[config.mk]
export PLATFORM = sky130hd
export DESIGN_NAME = srpe_ram
export DESIGN_NICKNAME = d
export VERILOG_FILES = /design/src/srpe_ram.sv
export SDC_FILE = /design/constraint.sdc
export NUM_CORES = 2
export LEC_CHECK = 0
export BUFFER_PORTS_ARGS = -buffer_cell sky130_fd_sc_hd__buf_2
export CORE_MARGIN = 4
export CORE_UTILIZATION = 63
export CTS_CLUSTER_DIAMETER = 50
export CTS_CLUSTER_SIZE = 40
export DETAILED_ROUTE_END_ITERATION = 8
export HOLD_SLACK_MARGIN = 0.06
export PLACE_DENSITY = 0.79
export SYNTH_ARGS = -nofsm -noshare
export SYNTH_HDL_FRONTEND = slang
export SYNTH_SLANG_ARGS = --single-unit
[constraint.sdc]
create_clock -name clock -period 3.3 [get_ports clock]
set_input_delay 0.33 -clock clock [delete_from_list [all_inputs] [get_ports clock]]
set_output_delay 0.33 -clock clock [all_outputs]
set_load 0.005 [all_outputs]
[src/srpe_ram.sv]
// Generic single-port RAM, write-first not needed, registered read.
// No dependencies.
module srpe_ram #(
   parameter int WIDTH = 8,
   parameter int DEPTH = 256
) (
   input  logic                     clock,
   input  logic                     we,
   input  logic [$clog2(DEPTH)-1:0] addr,
   input  logic [WIDTH-1:0]         wdata,
   output logic [WIDTH-1:0]         rdata
);
   logic [WIDTH-1:0] mem_ff [DEPTH];
   logic [WIDTH-1:0] rdata_ff;

   always_ff @(posedge clock) begin
      if (we) begin
         mem_ff[addr] <= wdata;
      end
      rdata_ff <= mem_ff[addr];
   end

   assign rdata = rdata_ff;
endmodule

### Word-level counts from Yosys, hierarchy flattened

Memory sizes are Yosys's and may differ from the RTL's. A register that Yosys moved wholly into a read port is not among the register bits.
Index checks and enable logic that the tools add are counted.

| word-level totals | value |
|---|---|
| bits in registers | 0 |
| RAM bits | 2048 |
| input bits | 18 |
| output and inout bits | 8 |
| logic and storage cells | 3 |
| memories kept | 1 |

| operators by class | value |
|---|---|
| muxes and demuxes | 2 |

Memories:

| memory | words | bits a word | read ports | clocked after memory_dff | write ports | line | text |
|---|---|---|---|---|---|---|---|
| mem_ff | 256 | 8 | 1 | 1 | 1 | 13 | `logic [WIDTH-1:0] mem_ff [DEPTH];` |

Operators with widths:

| cell | number |
|---|---|
| 1-bit 2-to-1 mux | 2 |

### Logic depth before layout (Yosys ltp)

| depth | value |
|---|---|
| depth after elaboration | 2 |
| mapped depth | 10 |
| gate-level depth less buffers | 5 |

### Worst setup path before layout

No wires, ideal clock.

| path | value |
|---|---|
| path kind | input -> register |
| from | input port addr[1] |
| to | memory mem_ff[111][0] (enable) |
| library setup time | 0.370 ns |
| arrival | 2.179 ns |
| data required time | 2.930 ns |
| path slack | 0.751 ns |
| stages on the path | 9 |
| path through | buf_2 > clkbuf_1 > clkbuf_1 > nand2_1 > buf_2 > nor2_1 > nand2_1 > clkbuf_1 > nor2_1 |

RTL lines:

| element | line | text |
|---|---|---|
| start: declaration | 9 | `input logic [$clog2(DEPTH)-1:0] addr,` |
| end: declaration | 13 |  |

Straight into the memory's write port.

==> key figures <==
STA
  • FMAX: 0.335 GHz
  • Worst setup margin: ~0.31 ns
  • Slew Limit Fails: 0
  • Tightest Pin Transition: about 1.3 ns
  • Slew HR: 0.124
  • Setup_tns: 0 ns
  • Final worst-path cycle share: 0.905
  • Clk_skew: ~0.031 ns
  • Final setup fails: 0
  • RSZ-0062 raised after global routing: no
  • Final Hold Viols: 0
  • Hold WS: around 0.090 ns
  • Min Tclk post-route: about 3.0 ns

Final layout
  • Final-stage net count: 3946
  • Share of layout cells above drive strength 1: 0.306
  • Fillers: 6665
  • Finished Layout Cells: between 5000 and 6000
  • Post-route design area: slightly below 90000 um^2
  • Commonest non-fill, non-tap cell in the layout: edfxtp_1
  • Most frequent cells in the layout: edfxtp_1, mux4_2, buf_4
  • Area Growth Syn to Fin: 12.9%

Routing
  • WL per Instance: 33.7 um
  • 1st-iter DRT viols: between 6000 and 7000
  • DRC Markers: 0
  • Via/cell ratio: 7.04
  • Final WL: approximately 190000 um
  • Final ANT Viol Nets: 0
  • Router iterations before antenna repair: 6
  • Vias: roughly 40000

Pwr
  • Power Internal: 0.0391 W
  • Clock share of power: 0.378
  • Sequential Power Share: 0.572
  • Peak VDD IR: about 0.59 mV
  • Power Density: around 570 nW/um^2
  • Gate power share: 0.050
  • Net Sw Frac: 0.223
  • Psw: roughly 0.011 W
  • Leak: 27.7 nW

Floorplan
  • Starting density of the core: 0.634
  • Die height: around 360 um
  • Core Area: between 100000 and 150000 um^2
  • Number of top-level pins: 26
  • Chip Width: around 360 um
  • FP Rows: around 130
  • DIE AREA: roughly 130000 um^2

Synth
  • Syn nets: 3565
  • Syn Std Cell Area: 78500 um^2
  • Synthesized instance count: roughly 3500
  • Ys Warns: 0
  • Yosys reg bits: 2056
  • Seq/Total Area, Yosys: 0.786
  • Synthesized area per cell: approximately 22 um^2
  • Yosys cell types: 22

Setup path
  • Worst-path maximum fanout: 1
  • Crit end category: flop
  • Reg2Reg Depth: 6
  • Critical path class: flop to flop
  • CP max stage cell: o41ai_1
  • CP max stage delay: 1.08 ns
  • WP data arrival: about 3.6 ns
  • CP Cell Sequence: mux4_2, a22oi_1, a21oi_1, o41ai_1, buf_4, nand4_1
  • Worst EP required: around 3.9 ns
  • Critical Path Start Type: flop

Placed design
  • Inst Count DP: around 5400
  • HPWL Detailed: between 100000 and 150000 um
  • Buffers on Ports: 25
  • Gpl congestion: 0.860
  • Placement Cell Area: 83500 um^2
  • Post-placement setup slack: -0.362 ns

Min path
  • Hold/Removal Path Class: input port to flop
  • Worst Hold Depth: 1

Global routing
  • Global Route Usage Sum: 0.301
  • Congestion Overflow GR: 0
  • Initial antenna violation count: 12
  • Pin count of the biggest net entering global routing: roughly 130
  • Vias in the first global route: about 40000
  • Global-route wire length before repair: approximately 280000 um

Clocking
  • CTS tree: yes
  • Hold_buf cts: 1
  • CTS H-Tree Depth: 4
  • Clock slew at reported path FFs: around 0.090 ns
  • Clk Latency, worst-skew pair: ~0.81 ns
  • Clock Path Buffers: 3
  • Total CTS buffers: 143
  • Post-CTS resize count: 0
  • Setup bufs post-CTS: 0
  • CTS sink count: 2056
  • Root Driver: clkbuf_16

Status
  • Status: finished clean

Job
  • Max-cap viol count: 0
==> per-stage QoR <==
| stage | power [W] | util |
|---|---|---|
| after global placement | 0.0318 | 0.675 |
| after detailed placement | 0.0318 | 0.675 |
| final | 0.0503 | 0.716 |
| after CTS | 0.0505 | 0.716 |
| after global routing | 0.0518 | 0.716 |
| after floorplan | 0.0306 | - |
==> cells in the mapped netlist, drive strengths merged <==
library cell     n  area (um^2)
edfxtp        2048        61500
mux4           512        11500
a22oi          256         1920
nor2           232          871
clkbuf         145          544
a21oi          128          641
buf             87          552
o41ai           32          280
nor3            30          150
nand2           28          105
nand3           13         65.1
dfxtp            8          160
nand4            8         50.1
nor2b            7         43.8
nand2b           6         37.5
and2             3         18.8
or2              2         12.5
inv              1         3.75
or3              1         6.26
==> cell families after synthesis <==
family / count (synthesis) / synth area share
buf+inv: 233 / 0.0140
flops: 2056 / 0.786
mux: 512 / 0.147
simple gates: 330 / 0.0173
compound gates: 416 / 0.0362
==> path summary, 6_finish.rpt <==
path	start	slack, ns	endpoint
max	mem_ff[232][0]	0.31	rdata[0]
min	wdata[1]	0.09	mem_ff[67][1]
max reg2reg	mem_ff[232][0]	0.31	rdata[0]
min reg2reg	mem_ff[105][6]	1.01	rdata[6]
==> critical path: cells and delay by family, from the launching register on <==
| kind | cells | cell delay [ns] |
|---|---|---|
| AO/OA/AOI/OAI | 3 | 1.53 |
| multiplexers | 1 | 0.50 |
| flip-flops | 1 | 0.39 |
| buffers and inverters | 1 | 0.29 |
| AND/OR/NAND/NOR | 1 | 0.10 |
==> state kept, by name, indices dropped and copies added, names as in the netlist <==
signal,cells
rdata,8
mem_ff,2048
==> layer usage <==
layer | GRT usage | vias up | wire, um
li1 | - | 15800 | -
met1 | 0.418 | 20800 | 65900
met2 | 0.468 | 2947 | 93400
met3 | 0.0769 | 488 | 24000
met4 | 0.121 | 10 | 8440
met5 | 0 | - | 63
==> power by group through the flow <==
stage | Clock [W] | Sequential (W) | Combinational [W]
CTS | 0.0192 | 0.0288 | 0.00250
global placement | 0 | 0.0294 | 0.00240
finish | 0.0190 | 0.0288 | 0.00252
floorplan | 0 | 0.0294 | 0.00128
detailed placement | 0 | 0.0294 | 0.00246
global route | 0.0204 | 0.0288 | 0.00263
==> cell type report <==
type / instances / area [um^2] / share of cell area
Sequential cell: 2056 / 61700 / 0.696
Multi-Input combinational cell: 1258 / 15800 / 0.178
Timing Repair Buffer: 468 / 4050 / 0.0457
Clock buffer: 157 / 3720 / 0.0420
Tap cell: 1637 / 2050 / 0.0231
Clock inverter: 108 / 1350 / 0.0152
Antenna cell: 7 / 17.5 / 0.000198
Inverter: 1 / 3.75 / 0.0000424
No activity file was read; power rests on OpenSTA's default activity.
