===== src/srpe_pkg.sv =====
// Shared constants, types and helpers for the sandpile relaxation engine.
// No dependencies.
package srpe_pkg;

   localparam int GRID_SIDE = 128;
   localparam int RW        = $clog2(GRID_SIDE);
   localparam int CELLS     = GRID_SIDE * GRID_SIDE;
   localparam int AW        = $clog2(CELLS);
   localparam int HW        = 8;
   localparam int TW        = 22;
   localparam int SW        = 16;

   localparam logic [HW-1:0] TOPPLE_LEVEL = HW'(4);
   localparam logic [HW-1:0] START_HEIGHT = HW'(3);
   localparam logic [HW-1:0] HEIGHT_MAX   = {HW{1'b1}};
   localparam logic [HW-1:0] HEIGHT_NEAR  = HEIGHT_MAX - HW'(1);
   localparam logic [TW-1:0] TOTAL_RESET  = TW'(3 * CELLS);
   localparam logic [TW-1:0] TOTAL_BOUND  = TW'(255 * CELLS);
   localparam logic [SW-1:0] SWEEP_RESET  = SW'(256);

   localparam logic MODE_ADD  = 1'b0;
   localparam logic MODE_READ = 1'b1;

   localparam logic [1:0] DIR_UP    = 2'd0;
   localparam logic [1:0] DIR_DOWN  = 2'd1;
   localparam logic [1:0] DIR_LEFT  = 2'd2;
   localparam logic [1:0] DIR_RIGHT = 2'd3;

   typedef struct packed {
      logic          valid;
      logic          mode;
      logic [6:0]    row;
      logic [6:0]    col;
   } cmd_type;

   typedef struct packed {
      logic          valid;
      logic [HW-1:0] height;
      logic [TW-1:0] total;
      logic          sat;
   } result_type;

   typedef struct packed {
      logic          we;
      logic [AW-1:0] addr;
      logic [HW-1:0] wdata;
   } mem_req_type;

   function automatic logic [AW-1:0] cell_addr(logic [RW-1:0] r, logic [RW-1:0] c);
      cell_addr = AW'(r) * AW'(GRID_SIDE) + AW'(c);
   endfunction

endpackage


===== src/srpe_seq.sv =====
// Sweep sequencer: clears the grid, drops grains, runs toppling sweeps
// by read-modify-write on the height RAM and reads back a cell. Depends on srpe_pkg.
module srpe_seq (
   input  logic                      clock,
   input  logic                      reset,
   input  srpe_pkg::cmd_type         cmd,
   output logic                      cmd_ready,
   input  logic [srpe_pkg::SW-1:0]   sweep_count,
   input  logic                      out_free,
   output srpe_pkg::result_type      result,
   output srpe_pkg::mem_req_type     mem_req,
   input  logic [srpe_pkg::HW-1:0]   mem_rdata
);
   import srpe_pkg::*;

   localparam logic [3:0] S_CLR  = 4'd0;
   localparam logic [3:0] S_IDLE = 4'd1;
   localparam logic [3:0] S_TRD  = 4'd2;
   localparam logic [3:0] S_TMOD = 4'd3;
   localparam logic [3:0] S_CRD  = 4'd4;
   localparam logic [3:0] S_CMOD = 4'd5;
   localparam logic [3:0] S_NRD  = 4'd6;
   localparam logic [3:0] S_NMOD = 4'd7;
   localparam logic [3:0] S_FRD  = 4'd8;
   localparam logic [3:0] S_FMOD = 4'd9;
   localparam logic [3:0] S_DONE = 4'd10;

   localparam logic [RW-1:0] LAST = RW'(GRID_SIDE - 1);

   logic [3:0]    state_ff, state_in;
   logic [AW-1:0] clr_ff, clr_in;
   logic [RW-1:0] row_ff, row_in, col_ff, col_in;
   logic [1:0]    dir_ff, dir_in;
   logic [SW-1:0] left_ff, left_in;
   logic [AW-1:0] tgt_ff, tgt_in;
   logic          inside_ff, inside_in;
   logic [TW-1:0] total_ff, total_in;
   logic          sat_ff, sat_in;
   logic [HW-1:0] height_ff, height_in;

   logic [AW-1:0] cur_addr, nbr_addr;
   logic          nbr_here, cmd_inside;

   assign cur_addr   = cell_addr(row_ff, col_ff);
   assign cmd_inside = (int'(cmd.row) < GRID_SIDE) && (int'(cmd.col) < GRID_SIDE);

   always_comb begin
      case (dir_ff)
         DIR_UP: begin
            nbr_here = (row_ff != '0);
            nbr_addr = cur_addr - AW'(GRID_SIDE);
         end
         DIR_DOWN: begin
            nbr_here = (row_ff != LAST);
            nbr_addr = cur_addr + AW'(GRID_SIDE);
         end
         DIR_LEFT: begin
            nbr_here = (col_ff != '0);
            nbr_addr = cur_addr - AW'(1);
         end
         default: begin
            nbr_here = (col_ff != LAST);
            nbr_addr = cur_addr + AW'(1);
         end
      endcase
   end

   always_comb begin
      logic adv;
      logic start_sweeps;
      adv          = 1'b0;
      start_sweeps = 1'b0;
      state_in  = state_ff;
      clr_in    = clr_ff;
      row_in    = row_ff;
      col_in    = col_ff;
      dir_in    = dir_ff;
      left_in   = left_ff;
      tgt_in    = tgt_ff;
      inside_in = inside_ff;
      total_in  = total_ff;
      sat_in    = sat_ff;
      height_in = height_ff;
      mem_req   = '{we: 1'b0, addr: cur_addr, wdata: mem_rdata};

      case (state_ff)
         S_CLR: begin
            mem_req = '{we: 1'b1, addr: clr_ff, wdata: START_HEIGHT};
            clr_in  = clr_ff + AW'(1);
            if (clr_ff == AW'(CELLS - 1)) begin
               state_in = S_IDLE;
            end
         end
         S_IDLE: begin
            if (cmd.valid) begin
               inside_in = cmd_inside;
               tgt_in    = cell_addr(RW'(cmd.row), RW'(cmd.col));
               sat_in    = 1'b0;
               if (cmd.mode == MODE_READ) begin
                  state_in = S_FRD;
               end else if (cmd_inside) begin
                  state_in = S_TRD;
               end else begin
                  start_sweeps = 1'b1;
               end
            end
         end
         S_TRD: begin
            mem_req.addr = tgt_ff;
            state_in     = S_TMOD;
         end
         S_TMOD: begin
            mem_req.addr  = tgt_ff;
            mem_req.wdata = mem_rdata + HW'(1);
            mem_req.we    = (mem_rdata != HEIGHT_MAX);
            if (mem_rdata != HEIGHT_MAX) begin
               total_in = total_ff + TW'(1);
            end
            if (mem_rdata >= HEIGHT_NEAR) begin
               sat_in = 1'b1;
            end
            start_sweeps = 1'b1;
         end
         S_CRD: begin
            state_in = S_CMOD;
         end
         S_CMOD: begin
            if (mem_rdata >= TOPPLE_LEVEL) begin
               mem_req.we    = 1'b1;
               mem_req.wdata = mem_rdata - TOPPLE_LEVEL;
               total_in      = total_ff - TW'(TOPPLE_LEVEL);
               dir_in        = DIR_UP;
               state_in      = S_NRD;
            end else begin
               adv = 1'b1;
            end
         end
         S_NRD: begin
            mem_req.addr = nbr_addr;
            if (nbr_here) begin
               state_in = S_NMOD;
            end else if (dir_ff == DIR_RIGHT) begin
               adv = 1'b1;
            end else begin
               dir_in = dir_ff + 2'd1;
            end
         end
         S_NMOD: begin
            mem_req.addr  = nbr_addr;
            mem_req.wdata = mem_rdata + HW'(1);
            mem_req.we    = (mem_rdata != HEIGHT_MAX);
            if (mem_rdata != HEIGHT_MAX) begin
               total_in = total_ff + TW'(1);
            end
            if (mem_rdata >= HEIGHT_NEAR) begin
               sat_in = 1'b1;
            end
            if (dir_ff == DIR_RIGHT) begin
               adv = 1'b1;
            end else begin
               dir_in   = dir_ff + 2'd1;
               state_in = S_NRD;
            end
         end
         S_FRD: begin
            mem_req.addr = tgt_ff;
            state_in     = S_FMOD;
         end
         S_FMOD: begin
            height_in = inside_ff ? mem_rdata : '0;
            state_in  = S_DONE;
         end
         S_DONE: begin
            if (out_free) begin
               state_in = S_IDLE;
            end
         end
         default: begin
            state_in = S_IDLE;
         end
      endcase

      if (start_sweeps) begin
         row_in  = '0;
         col_in  = '0;
         left_in = sweep_count;
         state_in = (sweep_count == '0) ? S_FRD : S_CRD;
      end

      // step to the next cell in raster order; end of grid closes a sweep
      if (adv) begin
         state_in = S_CRD;
         if (col_ff == LAST) begin
            col_in = '0;
            if (row_ff == LAST) begin
               row_in  = '0;
               left_in = left_ff - SW'(1);
               if (left_ff == SW'(1)) begin
                  state_in = S_FRD;
               end
            end else begin
               row_in = row_ff + RW'(1);
            end
         end else begin
            col_in = col_ff + RW'(1);
         end
      end
   end

   always_ff @(posedge clock) begin
      if (reset) begin
         state_ff <= S_CLR;
         clr_ff   <= '0;
         total_ff <= TOTAL_RESET;
      end else begin
         state_ff <= state_in;
         clr_ff   <= clr_in;
         total_ff <= total_in;
      end
      row_ff    <= row_in;
      col_ff    <= col_in;
      dir_ff    <= dir_in;
      left_ff   <= left_in;
      tgt_ff    <= tgt_in;
      inside_ff <= inside_in;
      sat_ff    <= sat_in;
      height_ff <= height_in;
   end

   assign cmd_ready = (state_ff == S_IDLE);
   assign result    = '{valid: (state_ff == S_DONE), height: height_ff,
                        total: total_ff, sat: sat_ff};

   a_no_write_idle: assert property (@(posedge clock) disable iff (reset)
      (state_ff == S_IDLE || state_ff == S_DONE) |-> !mem_req.we)
      else $error("RAM write outside of a sweep or drop");

   a_total_bound: assert property (@(posedge clock) disable iff (reset)
      total_ff <= TOTAL_BOUND)
      else $error("grain total beyond grid capacity");

   a_topple_follows: assert property (@(posedge clock) disable iff (reset)
      (state_ff == S_CMOD && mem_rdata >= TOPPLE_LEVEL) |=> state_ff == S_NRD
         && dir_ff == DIR_UP)
      else $error("topple did not start neighbor pass");

   a_read_keeps_sat: assert property (@(posedge clock) disable iff (reset)
      (state_ff == S_IDLE && cmd.valid && cmd.mode == MODE_READ) |=> !sat_ff)
      else $error("read beat flagged saturation");
endmodule


===== config.mk =====
export PLATFORM = sky130hd
export DESIGN_NAME = srpe_seq
export DESIGN_NICKNAME = d
export VERILOG_FILES = /design/src/srpe_pkg.sv /design/src/srpe_seq.sv
export SDC_FILE = /design/constraint.sdc
export NUM_CORES = 1
export LEC_CHECK = 0
export BUFFER_PORTS_ARGS = -buffer_cell sky130_fd_sc_hd__buf_2
export CAP_MARGIN = 0
export CELL_PAD_IN_SITES_DETAIL_PLACEMENT = 1
export CELL_PAD_IN_SITES_GLOBAL_PLACEMENT = 1
export CORE_MARGIN = 2
export CORE_UTILIZATION = 30
export CTS_CLUSTER_SIZE = 40
export DETAILED_ROUTE_END_ITERATION = 7
export GPL_TIMING_DRIVEN = 1
export PLACE_DENSITY = 0.56
export SETUP_SLACK_MARGIN = 0.4
export SLEW_MARGIN = 20
export SYNTH_ARGS = -nofsm -noshare
export SYNTH_HDL_FRONTEND = slang
export SYNTH_SLANG_ARGS = --single-unit
export TNS_END_PERCENT = 5

===== constraint.sdc =====
create_clock -name clock -period 4.3 [get_ports clock]
set_input_delay 0.215 -clock clock [delete_from_list [all_inputs] [get_ports clock]]
set_output_delay 0.215 -clock clock [all_outputs]
set_load 0.005 [all_outputs]

**After elaboration in Yosys (flattened, before gate mapping)**

Index checks and enable logic that the tools add are counted.

- Bits in writable memories: 0
- Bits in latches: 0
- Register bits after elaboration: 95
- Memories: 0
- Memory bits (read-only): 0

- $mul: 0
- Shift operators: 0
- Mux-type cells: 47
- Eq/ne operators: 32
- Order comparisons: 2
- Add/sub/neg operators: 15
- Divide/modulo/power cells: 0
- Bitwise operators: 0
- Reduce and logical (&&, ||, !) cells: 17

Operators by type and width:

| kind | number |
|---|---|
| $pmux W14 S3 | 2 |
| $mux W16 | 4 |
| $mux W4 | 13 |
| $mux W7 | 7 |
| $mux W22 | 2 |
| $pmux W22 S2 | 1 |
| $pmux W4 S11 | 1 |
| $add A14 B1 Y14 const B | 2 |
| $add A14 B7 Y14 | 2 |
| $pmux W8 S3 | 1 |
| $add A22 B1 Y22 const B | 1 |
| $sub A22 B3 Y22 const B | 1 |
| $eq A16 B1 Y1 const B | 1 |
| $eq A4 B3 Y1 const B | 4 |
| $logic_not A16 Y1 | 1 |
| $ne A4 B4 Y1 const B | 4 |
| $sub A16 B1 Y16 const B | 1 |
| $add A14 B8 Y14 const B | 1 |
| $add A7 B1 Y7 const B | 2 |
| $eq A14 B14 Y1 const B | 1 |
| $eq A7 B7 Y1 const B | 2 |
| $ne A7 B7 Y1 const B | 2 |
| $reduce_bool A7 Y1 | 2 |
| $sub A14 B1 Y14 const B | 1 |
| other kinds (31) | 54 |

**Longest topological paths before layout**

- Word-level depth: 6
- Depth in mapped cells: 10
- Gate-level depth less buffers: 9

**Worst setup path after synthesis**

OpenSTA, ideal clock, no wires.

- Path type: reg2out
- Start: register dir_ff[1]
- End: output mem_req[18] (netlist bit)
- Required time: 4.085 ns
- Arrival: 2.200 ns
- Buffers on the path: 1
- Stages on the path, launching flop included: 11
- Slack: 1.885 ns
- Cells stage by stage: edfxtp_1 > clkbuf_1 > nor2b_1 > xnor2_1 > ha_1 > o21ai_0 > and3_1 > a31oi_1 > mux2_2 > o22ai_1 > a21oi_1

RTL lines:

| what | RTL line | text |
|---|---|---|
| start, declared | srpe_seq.sv:33 | `logic [1:0] dir_ff, dir_in;` |
| start signal, assigned | srpe_seq.sv:222 | `dir_ff <= dir_in;` |
| end, declared | srpe_seq.sv:11 | `output srpe_pkg::mem_req_type mem_req,` |

==> flow_summary.yaml <==
outcome:
  status: "complete, no violations"
setup_path:
  timing.rr.end: "state_ff[2]"
  worstPathRequired_ps: 4090
  start_kind: "flip-flop"
  worst_path_max_delay_cell: "edfxtp_1"
  worstPathCellList: "nor2b_1, xnor2_1, ha_1, o21ai_0, and3_1, a31oi_1, mux2_2, o22ai_1, a21oi_1, buf_2"
  cp-endpoint: "mem_req[18]"
  r2r_slack_ps: 1240
  path_buf_inv: 1
  crit_type: "reg2out"
  end_kind: "primary output"
  worst_path_largest_cell_delay_ps: 610
  crit_arrival_ps: 3180
  path_depth: 10
  cpLargestDelayFamily: "flip-flops"
  reg2reg_depth: 8
  r2r-start: "state_ff[2]"
  cp_max_fo: 11
  cp-startpoint: "dir_ff[1]"
layout:
  layout.nets: 922
  nFillCells: 2552
  synthToLayoutAreaGrowth_pct: 13.58
  utilization_pct: 35.03
  antenna_cells: 0
  mostFrequentLayoutCells: "98 x buf_2, 78 x nor2_1, 71 x nand2_1, 63 x dfxtp_1, 47 x a21oi_1"
  drive_above_1_share_pct: 17.15
  final_common_cell: "buf_2"
  multi_input_area_um2: 3901
  final_area_um2: 7411
  seq_area_um2: 2222
clocking:
  ctsHtreeMaxLevel: 3
  post-cts-setup-buffers: 0
  cts-buffers-inserted: 9
  path_clk_slew_ps: 70
  clock_sinks: 95
  cts-root-buf: "clkbuf_16"
  cts_tree: "done"
  clk_path_buf_depth: 2
  hold_buffers: 0
  clkLatencyLatePin_ps: 360
  cts_resized: 0
global_route:
  grt_pass1_wl_mm: 36.60
  grt_usage_pct: 20.57
  antenna_found_initial: 0
  grt_start_max_net_pins: 42
  first_global_vias: 6577
  gr-total-overflow: 0
run:
  cap_violations: 0
placed_design:
  routabilityCongestion: 0.8389
  postPlaceCellArea_um2: 7129
  post-dp-hpwl_mm: 17.33
  place_ws_ps: 1231
  port_buffers: 98
synthesis:
  synth_top_area_share_pct: 19.33
  synth_top_area_cell: "dfxtp_1"
  synth_seq_cells: 95
  synthTopCellsByArea: "dfxtp_1 19%, edfxtp_1 15%, nor2_1 4.5%"
  netlist_area_um2: 6525
  synth.distinct_cells: 91
  synth-edff-count: 32
  synth.avg_cell_area_um2: 8.126
  synthFlopType: "dfxtp_1"
  synthArstFlopShare_pct: 0
  yosys_warnings: 0
  syn_inst: 803
  synth_fp_nets: 861
  yosysSeqAreaShare_pct: 34.06
die:
  io_pins: 99
  dieWidth_um: 151.5
  die_area_um2: 22950
  core.rowCount: 53
  start_util_pct: 30.85
  die_h_um: 151.5
  core_area_um2: 21150
sta:
  setup_viol: 0
  layout_setup_ws_ps: 904.6
  min_period_ps: 3395
  report.final.hold_viol_count: 0
  max_freq_mhz: 294.5
  finalCritPeriodShare_pct: 78.96
  rsz0062_at_grt: "no"
  skew_ps: 12.74
  tns_ps: 0
  max_slew_margin_pct: 37.54
  slew_violations: 0
  max_slew.worst_pin.slew_ps: 928.3
detailed_routing:
  wirelength_mm: 23.23
  met3WireLength_um: 960
  drtIter0Drc: 488
  routed-wl-met2_mm: 10.83
  ant_nets: 0
  via_per_inst: 5.703
  routed-via-count: 6524
  wirelength_met1_mm: 10.87
  drc: 0
  dr.pass1.iters: 5
  wire_per_inst_um: 20.31
  highest_layer: "met4"
power_and_ir_drop:
  power_density_nw_per_um2: 316.5
  leakagePower_nw: 2.770
  irDropWorstVdd_v: 0.0001888
  finalPower_mw: 2.346
hold_path:
  hp-class: "in2reg"
kinds of logic (layout without fill, tap and decap cells):
kind of cell    after synthesis  in the layout  synth area share [%]
simple gates                355            355                 28.84
mux                           8              8                 1.285
flops                        95             95                 34.06
xor+xnor                     44             44                 5.906
fa+ha+maj                    15             15                 2.876
compound gates              202            202                 20.88
buf+inv                      84            150                 6.155
layer usage:
layer	up-vias	GRT usage (%)
met5	-	0
met4	0	7.710
met3	36	2.305
met2	178	34.21
met1	3207	27.46
li1	3103	-
how the worst min path moves through the flow:
stage | start | slack, ps | cells past startpoint | endpoint
CTS | cmd[5] | 10 | 1 | tgt_ff[5]
global route | cmd[5] | 10 | 1 | tgt_ff[5]
global placement | cmd[7] | 400 | 1 | tgt_ff[7]
finish | cmd[5] | 30 | 1 | tgt_ff[5]
floorplan | mem_rdata[0] | 310 | 0 | height_ff[0]
detailed placement | cmd[5] | 390 | 1 | tgt_ff[5]
cell usage after synthesis (all sizes together), types with 6 or more instances:
cell type  instances
or4                6
a22oi              9
nor2              78
xor2              28
o31ai              6
buf               11
o21ai             53
nor3              32
and3              19
nand2             71
inv               27
nor3b              6
or3               13
nor4              18
xnor2             16
clkbuf            44
edfxtp            32
nand3             40
a31oi              9
ha                15
a21oi             47
nand2b            10
nand4             24
dfxtp             63
o22ai             12
and2               9
registers in the layout, indices dropped and copies added (netlist names):
signal,cells
left_ff,16
row_ff,7
total_ff,22
clr_ff,14
sat_ff,1
state_ff,4
height_ff,8
dir_ff,2
tgt_ff,14
col_ff,7
cell type report:
| class | count | share of cell area [%] |
|---|---|---|
| multi-input cells | 624 | 52.64 |
| repair buffers | 107 | 7.530 |
| flip-flops and latches | 95 | 29.98 |
| clock buffers | 9 | 3.039 |
| inverters | 27 | 1.401 |
| clock inverters | 7 | 0.7597 |
| well taps | 275 | 4.643 |
through the flow:
step	hold slack [ps]	std cells
finish	27.12	1144
global route	12.63	1144
CTS	14.53	1144
detailed placement	394.0	1128
global placement	396.4	1128
floorplan	313.9	803
power breakdown:
part	internal, mW	leakage (nW)	total, mW	switching [mW]
Combinational	0.199	1.83	0.502	0.303
Sequential	0.979	0.802	1.04	0.0594
Clock	0.400	0.137	0.806	0.406
(Power assumes the default switching activity.)
